==> src/cclc_pkg.sv <==
`timescale 1ns / 1ps
// shared types and defaults for the cycle label canonical check
// no dependencies

package cclc_pkg;

    localparam int MAX_CYCLE_DEF  = 64;
    localparam int LABEL_BITS_DEF = 8;

    // comparison sequencer states
    typedef enum logic [1:0] {
        W_IDLE,
        W_DIR,
        W_SCAN,
        W_HOLD
    } t_walk_state;

    // top level to sequencer
    typedef struct packed {
        logic start;
        logic slot_free;
    } t_walk_ctl;

    // sequencer to top level
    typedef struct packed {
        logic idle;
        logic done;
        logic canon;
    } t_walk_sts;

endpackage

==> src/cycle_label_canonical_check_top.sv <==
`timescale 1ns / 1ps
// cycle label canonical check, top level; uses cclc_pkg, cclc_ram, cclc_walk
// loading: one transfer per cycle while the sequencer is idle; items up to the store depth
// are written to the node and edge stores; check: direction pass, then up to 2n readings of
// up to n steps each, backward then forward per start node (n = nodes); ready again in the
// cycle the result becomes valid, later while an earlier result waits
// synchronous active-low reset clears node count, sequencer state and output valid

module cycle_label_canonical_check_top
    import cclc_pkg::*;
#(
    parameter int MAX_CYCLE  = MAX_CYCLE_DEF,
    parameter int LABEL_BITS = LABEL_BITS_DEF
) (
    input  logic                  i_clk,
    input  logic                  i_rst_n,
    input  logic                  i_valid,
    output logic                  o_ready,
    input  logic [LABEL_BITS-1:0] i_node_label,
    input  logic [LABEL_BITS-1:0] i_edge_label,
    input  logic                  i_last_node,
    output logic                  o_valid,
    input  logic                  i_ready,
    output logic                  o_is_canonical
);

    localparam int AW = $clog2(MAX_CYCLE);
    localparam int CW = $clog2(MAX_CYCLE + 1);

    // node count, saturating at the store depth
    logic [CW-1:0] r_count, n_count;
    logic          r_out_vld, n_out_vld;
    logic          r_out_canon, n_out_canon;

    logic          in_xfer;
    logic          store_we;
    logic [CW-1:0] cycle_n;

    t_walk_ctl     w_ctl;
    t_walk_sts     w_sts;

    logic [AW-1:0]         node_raddr_a, node_raddr_b;
    logic [AW-1:0]         edge_raddr_a, edge_raddr_b;
    logic [LABEL_BITS-1:0] node_a, node_b, edge_a, edge_b;

    // items are taken only while the sequencer is idle; a pending result
    // in the output register does not hold up loading of the next cycle
    assign o_ready  = w_sts.idle;
    assign in_xfer  = i_valid && o_ready;

    // entries beyond the store depth are dropped, count saturates
    assign store_we = in_xfer && (r_count < CW'(MAX_CYCLE));
    assign cycle_n  = store_we ? r_count + CW'(1) : r_count;

    // the check begins on the last item; the result may leave once the
    // output register is empty or being emptied
    assign w_ctl.start     = in_xfer && i_last_node;
    assign w_ctl.slot_free = !r_out_vld || i_ready;

    always_comb begin
        n_count = r_count;
        if (in_xfer) begin
            if (i_last_node) begin
                n_count = '0;
            end else if (store_we) begin
                n_count = r_count + CW'(1);
            end
        end
    end

    // output register: loaded by the sequencer, cleared by a transfer
    always_comb begin
        n_out_vld   = r_out_vld;
        n_out_canon = r_out_canon;
        if (w_sts.done) begin
            n_out_vld   = 1'b1;
            n_out_canon = w_sts.canon;
        end else if (i_ready) begin
            n_out_vld = 1'b0;
        end
    end

    always_ff @(posedge i_clk) begin
        if (!i_rst_n) begin
            r_count   <= '0;
            r_out_vld <= 1'b0;
        end else begin
            r_count   <= n_count;
            r_out_vld <= n_out_vld;
        end
    end

    always_ff @(posedge i_clk) begin
        r_out_canon <= n_out_canon;
    end

    assign o_valid        = r_out_vld;
    assign o_is_canonical = r_out_canon;

    // node label store
    cclc_ram #(
        .DEPTH (MAX_CYCLE),
        .WIDTH (LABEL_BITS)
    ) u_node_ram (
        .i_clk     (i_clk),
        .i_we      (store_we),
        .i_waddr   (r_count[AW-1:0]),
        .i_wdata   (i_node_label),
        .i_raddr_a (node_raddr_a),
        .i_raddr_b (node_raddr_b),
        .o_rdata_a (node_a),
        .o_rdata_b (node_b)
    );

    // edge label store, entry j holds the edge leaving node j
    cclc_ram #(
        .DEPTH (MAX_CYCLE),
        .WIDTH (LABEL_BITS)
    ) u_edge_ram (
        .i_clk     (i_clk),
        .i_we      (store_we),
        .i_waddr   (r_count[AW-1:0]),
        .i_wdata   (i_edge_label),
        .i_raddr_a (edge_raddr_a),
        .i_raddr_b (edge_raddr_b),
        .o_rdata_a (edge_a),
        .o_rdata_b (edge_b)
    );

    // step sequencer: reads both stores at two addresses each cycle and
    // compares the pairs lexicographically
    cclc_walk #(
        .MAX_CYCLE  (MAX_CYCLE),
        .LABEL_BITS (LABEL_BITS)
    ) u_walk (
        .i_clk          (i_clk),
        .i_rst_n        (i_rst_n),
        .i_ctl          (w_ctl),
        .i_n            (cycle_n),
        .i_node_a       (node_a),
        .i_node_b       (node_b),
        .i_edge_a       (edge_a),
        .i_edge_b       (edge_b),
        .o_node_raddr_a (node_raddr_a),
        .o_node_raddr_b (node_raddr_b),
        .o_edge_raddr_a (edge_raddr_a),
        .o_edge_raddr_b (edge_raddr_b),
        .o_sts          (w_sts)
    );

    // node count never passes the store depth
    a_count_bound: assert property (@(posedge i_clk) disable iff (!i_rst_n)
        r_count <= CW'(MAX_CYCLE))
        else $error("node count beyond store depth");

    // a last item stops loading until its check has finished
    a_last_blocks: assert property (@(posedge i_clk) disable iff (!i_rst_n)
        (in_xfer && i_last_node) |=> !o_ready)
        else $error("input taken while check in progress");

    // a finished check always lands in the output register
    a_done_lands: assert property (@(posedge i_clk) disable iff (!i_rst_n)
        w_sts.done |=> (o_valid && (o_is_canonical == $past(w_sts.canon))))
        else $error("check result lost");

    // the count is cleared once a check is under way
    a_count_clear: assert property (@(posedge i_clk) disable iff (!i_rst_n)
        (!w_sts.idle) |-> (r_count == '0))
        else $error("node count not cleared during check");

endmodule

==> src/cclc_ram.sv <==
`timescale 1ns / 1ps
// label store: one write port, two read ports with registered read data
// depends on nothing

module cclc_ram #(
    parameter int DEPTH = 64,
    parameter int WIDTH = 8,
    localparam int AW   = $clog2(DEPTH)
) (
    input  logic             i_clk,
    input  logic             i_we,
    input  logic [AW-1:0]    i_waddr,
    input  logic [WIDTH-1:0] i_wdata,
    input  logic [AW-1:0]    i_raddr_a,
    input  logic [AW-1:0]    i_raddr_b,
    output logic [WIDTH-1:0] o_rdata_a,
    output logic [WIDTH-1:0] o_rdata_b
);

    logic [WIDTH-1:0] r_mem [DEPTH];

    always_ff @(posedge i_clk) begin
        if (i_we) begin
            r_mem[i_waddr] <= i_wdata;
        end
    end

    always_ff @(posedge i_clk) begin
        o_rdata_a <= r_mem[i_raddr_a];
        o_rdata_b <= r_mem[i_raddr_b];
    end

endmodule

==> src/cclc_walk.sv <==
`timescale 1ns / 1ps
// comparison sequencer: direction pass, then forward and backward readings
// depends on cclc_pkg; drives the read ports of both label stores

module cclc_walk
    import cclc_pkg::*;
#(
    parameter int MAX_CYCLE  = MAX_CYCLE_DEF,
    parameter int LABEL_BITS = LABEL_BITS_DEF,
    localparam int AW        = $clog2(MAX_CYCLE),
    localparam int CW        = $clog2(MAX_CYCLE + 1)
) (
    input  logic                  i_clk,
    input  logic                  i_rst_n,
    input  t_walk_ctl             i_ctl,
    input  logic [CW-1:0]         i_n,
    input  logic [LABEL_BITS-1:0] i_node_a,
    input  logic [LABEL_BITS-1:0] i_node_b,
    input  logic [LABEL_BITS-1:0] i_edge_a,
    input  logic [LABEL_BITS-1:0] i_edge_b,
    output logic [AW-1:0]         o_node_raddr_a,
    output logic [AW-1:0]         o_node_raddr_b,
    output logic [AW-1:0]         o_edge_raddr_a,
    output logic [AW-1:0]         o_edge_raddr_b,
    output t_walk_sts             o_sts
);

    t_walk_state r_state, n_state;
    logic [CW-1:0] r_n, n_n;
    logic [AW-1:0] r_a, n_a;
    logic [AW-1:0] r_b, n_b;
    logic [AW-1:0] r_cnt, n_cnt;
    logic [AW-1:0] r_i, n_i;
    logic          r_fwd, n_fwd;
    logic          r_rev, n_rev;
    logic          r_rd_vld, n_rd_vld;
    logic          r_rd_last, n_rd_last;
    logic          r_res, n_res;

    logic [AW-1:0] nm1;
    logic [CW-1:0] in_nm1;
    logic [AW-1:0] start_pos;
    logic          a_dec_mode;
    logic          b_dec_mode;
    logic          node_eq, lt, gt, eq;
    logic          issue;
    logic          read_end;

    function automatic logic [AW-1:0] f_dec(input logic [AW-1:0] x,
                                            input logic [AW-1:0] top);
        return (x == '0) ? top : x - AW'(1);
    endfunction

    function automatic logic [AW-1:0] f_inc(input logic [AW-1:0] x,
                                            input logic [AW-1:0] top);
        return (x == top) ? '0 : x + AW'(1);
    endfunction

    assign nm1       = AW'(r_n - CW'(1));
    assign in_nm1    = i_n - CW'(1);
    assign start_pos = r_rev ? nm1 : '0;

    // lexicographic compare of one step: node pair first, then edge pair
    assign node_eq = (i_node_a == i_node_b);
    assign lt      = (i_node_a < i_node_b) || (node_eq && (i_edge_a < i_edge_b));
    assign gt      = (i_node_a > i_node_b) || (node_eq && (i_edge_a > i_edge_b));
    assign eq      = !lt && !gt;
    assign read_end = gt || (eq && r_rd_last);

    // next state
    always_comb begin
        n_state = r_state;
        case (r_state)
            W_IDLE: begin
                if (i_ctl.start) begin
                    n_state = W_DIR;
                end
            end
            W_DIR: begin
                if (r_rd_vld && (!eq || r_rd_last)) begin
                    n_state = W_SCAN;
                end
            end
            W_SCAN: begin
                if (r_rd_vld && (lt || (read_end && r_fwd && (r_i == nm1)))) begin
                    n_state = W_HOLD;
                end
            end
            W_HOLD: begin
                if (i_ctl.slot_free) begin
                    n_state = W_IDLE;
                end
            end
            default: begin
                n_state = W_IDLE;
            end
        endcase
    end

    // outputs: read issue, addresses, status
    always_comb begin
        a_dec_mode = (r_state == W_DIR) || !r_fwd;
        b_dec_mode = (r_state == W_SCAN) && r_rev;
        issue      = ((r_state == W_DIR) || (r_state == W_SCAN))
                     && (!r_rd_vld || (eq && !r_rd_last));

        o_node_raddr_a = r_a;
        o_node_raddr_b = r_b;
        o_edge_raddr_a = a_dec_mode ? f_dec(r_a, nm1) : r_a;
        o_edge_raddr_b = b_dec_mode ? f_dec(r_b, nm1) : r_b;

        o_sts.idle  = (r_state == W_IDLE);
        o_sts.done  = (r_state == W_HOLD) && i_ctl.slot_free;
        o_sts.canon = r_res;
    end

    // datapath next values
    always_comb begin
        n_n       = r_n;
        n_a       = r_a;
        n_b       = r_b;
        n_cnt     = r_cnt;
        n_i       = r_i;
        n_fwd     = r_fwd;
        n_rev     = r_rev;
        n_res     = r_res;
        n_rd_vld  = issue;
        n_rd_last = r_rd_last;

        if (issue) begin
            n_rd_last = (r_cnt == nm1);
            n_cnt     = r_cnt + AW'(1);
            n_a       = a_dec_mode ? f_dec(r_a, nm1) : f_inc(r_a, nm1);
            n_b       = b_dec_mode ? f_dec(r_b, nm1) : f_inc(r_b, nm1);
        end

        case (r_state)
            W_IDLE: begin
                if (i_ctl.start) begin
                    n_n   = i_n;
                    n_a   = in_nm1[AW-1:0];
                    n_b   = '0;
                    n_cnt = '0;
                end
            end
            W_DIR: begin
                // first difference fixes the reference direction
                if (r_rd_vld && (!eq || r_rd_last)) begin
                    n_rev = lt;
                    n_i   = '0;
                    n_fwd = 1'b0;
                    n_a   = '0;
                    n_b   = lt ? nm1 : '0;
                    n_cnt = '0;
                end
            end
            W_SCAN: begin
                if (r_rd_vld) begin
                    if (lt) begin
                        n_res = 1'b0;
                    end else if (read_end) begin
                        if (!r_fwd) begin
                            n_fwd = 1'b1;
                            n_a   = r_i;
                            n_b   = start_pos;
                            n_cnt = '0;
                        end else if (r_i == nm1) begin
                            n_res = 1'b1;
                        end else begin
                            n_i   = r_i + AW'(1);
                            n_fwd = 1'b0;
                            n_a   = r_i + AW'(1);
                            n_b   = start_pos;
                            n_cnt = '0;
                        end
                    end
                end
            end
            default: begin
            end
        endcase
    end

    always_ff @(posedge i_clk) begin
        if (!i_rst_n) begin
            r_state  <= W_IDLE;
            r_rd_vld <= 1'b0;
        end else begin
            r_state  <= n_state;
            r_rd_vld <= n_rd_vld;
        end
    end

    always_ff @(posedge i_clk) begin
        r_n       <= n_n;
        r_a       <= n_a;
        r_b       <= n_b;
        r_cnt     <= n_cnt;
        r_i       <= n_i;
        r_fwd     <= n_fwd;
        r_rev     <= n_rev;
        r_res     <= n_res;
        r_rd_last <= n_rd_last;
    end

endmodule
==> config.mk <==
export PLATFORM = sky130hd
export DESIGN_NAME = cycle_label_canonical_check_top
export DESIGN_NICKNAME = d
export VERILOG_FILES = /design/src/cclc_pkg.sv /design/src/cycle_label_canonical_check_top.sv /design/src/cclc_ram.sv /design/src/cclc_walk.sv
export SDC_FILE = /design/constraint.sdc
export NUM_CORES = 2
export LEC_CHECK = 0
export CELL_PAD_IN_SITES_DETAIL_PLACEMENT = 1
export CELL_PAD_IN_SITES_GLOBAL_PLACEMENT = 2
export CORE_MARGIN = 5
export CORE_UTILIZATION = 31
export DETAILED_ROUTE_END_ITERATION = 16
export DONT_BUFFER_PORTS = 1
export PLACE_DENSITY_LB_ADDON = 0.1
export SLEW_MARGIN = 25
export SYNTH_ARGS = -nofsm -noshare
export SYNTH_HDL_FRONTEND = slang
export SYNTH_SLANG_ARGS = --single-unit
==> constraint.sdc <==
create_clock -name i_clk -period 6.85 [get_ports i_clk]
set_clock_uncertainty 0.05 [all_clocks]
set_input_delay 1.37 -clock i_clk [delete_from_list [all_inputs] [get_ports i_clk]]
set_output_delay 1.37 -clock i_clk [all_outputs]
set_load 0.02 [all_outputs]
==> key figures <==
Yosys
  • Mux contribution to synthesized area: 0.195
  • Synth cell types: between 90 and 100
  • Number of flops mapped to enable cells by yosys: approximately 1000
  • Ys flop type: edfxtp_1
  • Mapped Cells: 3642
  • YS warnings: 0
  • Post-synthesis async set-or-reset flop share: 0
  • Syn_nets: 3694
  • Avg Cell Area, Syn: 14.7 um^2
  • Largest cells by area after synthesis: edfxtp_1 58%, mux4_2 14%, mux2i_1 4.1%
  • Area leader, netlist: edfxtp_1
  • Adder-cell area share of the yosys netlist: 0.00724
  • Largest family of logic cells by synthesized area: multiplexers
  • Synth Cell Area: ~54000 um^2
  • Share of the synthesized area in the top cell type: 0.584
  • Synth Area in Compound Gates: 0.0606
  • Synth Register Bits: between 1000 and 1500
  • Simple-gate share of the synthesized area: 0.0938
  • Sequential fraction of the synthesis area: 0.607
  • Xor and xnor fraction of the mapped netlist area: 0.00848

Final layout
  • Area growth syn-to-layout: 13.8%
  • Final net count: approximately 3600
  • Commonest cells after routing, fill and taps aside: 1041 x edfxtp_1, 360 x nand2_1, 331 x mux4_2
  • Leading cell type in the layout, fill and taps excluded: edfxtp_1
  • Fin area: between 60000 and 70000 um^2
  • Share of layout cells above drive strength 1: 0.217
  • Finished Core Util: 0.355

Timing
  • Period utilisation layout: 0.758
  • Setup TNS: 0 ns
  • Worst slew pin tran: roughly 1.1 ns
  • F_max: 193 MHz
  • Final worst path period need: between 5 and 6 ns
  • Setup-failing EPs final: 0
  • Slew Limit Headroom: 0.248
  • Number of hold violations in the final report: 0
  • Slew Viols, Final: 0
  • RSZ-0062 raised after global routing: false

Setup path
  • Critical path type: reg2reg
  • R2R Setup Slk: between 1.5 and 2 ns
  • Worst path arrival time: 5.74 ns
  • Worst reg-to-reg path cell count: 10
  • Reg2reg start: u_walk.r_n[0]$_DFFE_PP_
  • Crit. End Element: register
  • Worst EP required: 7.40 ns
  • R2R Path End: u_edge_ram.o_rdata_a[2]$_DFF_P_
  • Startpoint types: register
  • CP Max Fanout: 108

Power
  • Worst VDD drop: 0.402 mV
  • Pwr Total: between 20 and 30 mW
  • Power Dens Cells: between 400 and 500 nW/um^2
  • Leakage power: between 15 and 20 nW

Floorplanning
  • Total core area: around 170000 um^2
  • Io pins: 24
  • Std-Cell Rows: about 150
  • Die area: between 150000 and 200000 um^2
  • Die width: roughly 430 um
  • Die Ht: roughly 430 um
  • Initial Utilization: 0.312

Place
  • Hpwl dp: 127000 um
  • DP Area: 56600 um^2
  • RePlAce Congestion: roughly 0.79
  • Port buffer count: 0

Clocking
  • Num CTS Buffers: roughly 140
  • Clock root cell: clkbuf_16
  • CTS sink cnt: approximately 1100
  • Post-CTS Setup Bufs: 0
  • H-tree Lvls: 4
  • Worst-skew pair later-pin latency: 0.79 ns
  • CTS clock-pin slew for the worst setup and hold paths: approximately 0.06 ns
  • Clock Tree Buf Depth: 3
  • PostCTS Resize Cnt: 0
  • Hold-fix buffers, CTS: 0
  • CTS tree: done

Job
  • Max-cap violations: 0

Route
  • Vias per cell: 5.72
  • DRC: 0
  • Initial DRT Pass Iterations: 5
  • Final wirelength: slightly above 200000 um
  • Antenna-violating nets left: 0
  • WL per Instance: between 30 and 40 um
  • Routed via count: roughly 34000
  • Iter 0 DRT Violations: ~2900

GRT
  • GR Overflow Total: 0
  • Tot GR Track Use: 0.220
  • Initial antenna violation count: 9
  • Vias in the first global route: around 36000
  • First-pass GRT wire length: 283000 um
  • Largest net degree at the start of global routing: approximately 180

Worst hold path
  • Hold Path Sink: r_count[6]$_SDFFE_PN0P_
  • Min-delay src: r_count[6]$_SDFFE_PN0P_
  • WHS Path Cells: 2
  • Hold Path Class: reg2reg

Outcome
  • Status: complete, no violations
[flip-flops by register name, indices dropped and copies added, names as in the netlist, 2 cells and up]
| register | count |
|---|---|
| u_edge_ram.r_mem | 512 |
| u_node_ram.r_mem | 512 |
| u_edge_ram.o_rdata_a | 8 |
| u_edge_ram.o_rdata_b | 8 |
| u_node_ram.o_rdata_a | 8 |
| u_node_ram.o_rdata_b | 8 |
| r_count | 7 |
| u_walk.o_node_raddr_a | 6 |
| u_walk.o_node_raddr_b | 6 |
| u_walk.r_cnt | 6 |
| u_walk.r_i | 6 |
| u_walk.r_n | 6 |
| u_walk.r_state | 2 |
[worst max-delay path by stage]
| stage | startpoint | to | slack, ns |
|---|---|---|---|
| finish | u_walk.r_n[0]$_DFFE_PP_ | u_edge_ram.o_rdata_a[2]$_DFF_P_ | 1.66 |
| global route | u_walk.r_n[0]$_DFFE_PP_ | u_edge_ram.o_rdata_a[2]$_DFF_P_ | 1.58 |
| CTS | u_walk.r_n[0]$_DFFE_PP_ | u_edge_ram.o_rdata_a[2]$_DFF_P_ | 1.81 |
| detailed placement | u_walk.o_node_raddr_b[0]$_DFF_P_ | u_edge_ram.o_rdata_b[5]$_DFF_P_ | 1.82 |
| global placement | u_walk.o_node_raddr_b[0]$_DFF_P_ | u_edge_ram.o_rdata_b[0]$_DFF_P_ | 1.37 |
| floorplan | u_walk.o_node_raddr_b[0]$_DFF_P_ | u_edge_ram.o_rdata_b[6]$_DFF_P_ | 3.01 |
[area by class of cell]
class                   instances  area [um^2]
diodes                          2         5.00
multi-input cells            2221        20100
inverters                      44          166
clock inverters                60          527
fillers                     17394       111000
clock buffers                 191         3760
well taps                    2310         2890
repair buffers                 82          955
flip-flops and latches       1102        32500
[through the flow]
stage | setup WS [ns] | hold slack, ns | cells
after floorplan | 3.01 | 0.350 | 3642
after global placement | 1.37 | 0.399 | 5744
after detailed placement | 1.82 | 0.416 | 5757
after CTS | 1.81 | 0.430 | 6008
after global routing | 1.58 | 0.462 | 6010
final | 1.66 | 0.419 | 6012
[power by group]
group	internal, mW	total, mW	leakage [nW]	switching (mW)
logic	5.03	13.6	7.33	8.54
clock network	4.05	7.05	2.09	3.00
registers	7.65	8.09	9.88	0.438
total	16.7	28.7	19.3	12.0
[kinds of logic (layout without fill, tap and decap cells)]
family | Yosys count | count (layout)
DFF | 1102 | 1102
and+or+nand+nor | 1058 | 1058
muxes | 623 | 623
AOI/OAI and AO/OA | 462 | 462
buffers and inverters | 319 | 377
xor gates and xnor gates | 47 | 47
adders and majority gates | 31 | 31
other | 0 | 2
[worst max-delay path, stage by stage, from the launching register on]
cell and delay [ns]:
edfxtp_1 0.72, inv_1 0.24, ha_1 0.60, nand3_1 0.24
a31oi_4 0.59, buf_12 0.50, mux2_2 0.41, a21oi_1 0.45
o221ai_1 0.33, a22oi_1 0.36, o221ai_1 0.28
[cell usage after synthesis, types with 19 or more instances]
cell	number
xor2_1	22
clkbuf_1	106
buf_4	19
buf_1	55
edfxtp_1	1041
o21ai_0	28
o211ai_1	51
nand2_1	361
nand4_1	33
mux4_2	331
mux2i_1	222
buf_2	78
a21oi_1	121
a22oi_1	43
inv_1	42
nor2b_1	62
o22ai_1	33
mux2_2	70
ha_1	31
nand3_1	328
xnor2_1	21
a211oi_1	54
a221oi_1	21
dfxtp_1	61
nor2_1	163
[layer usage]
metal	routed length (um)	vias up	global-route usage
met5	0	-	0
li1	-	14424	-
met1	89900	18674	0.304
met3	10900	253	0.0391
met4	5170	0	0.0580
met2	95600	1010	0.359
Power figures use the tool's default switching activity.
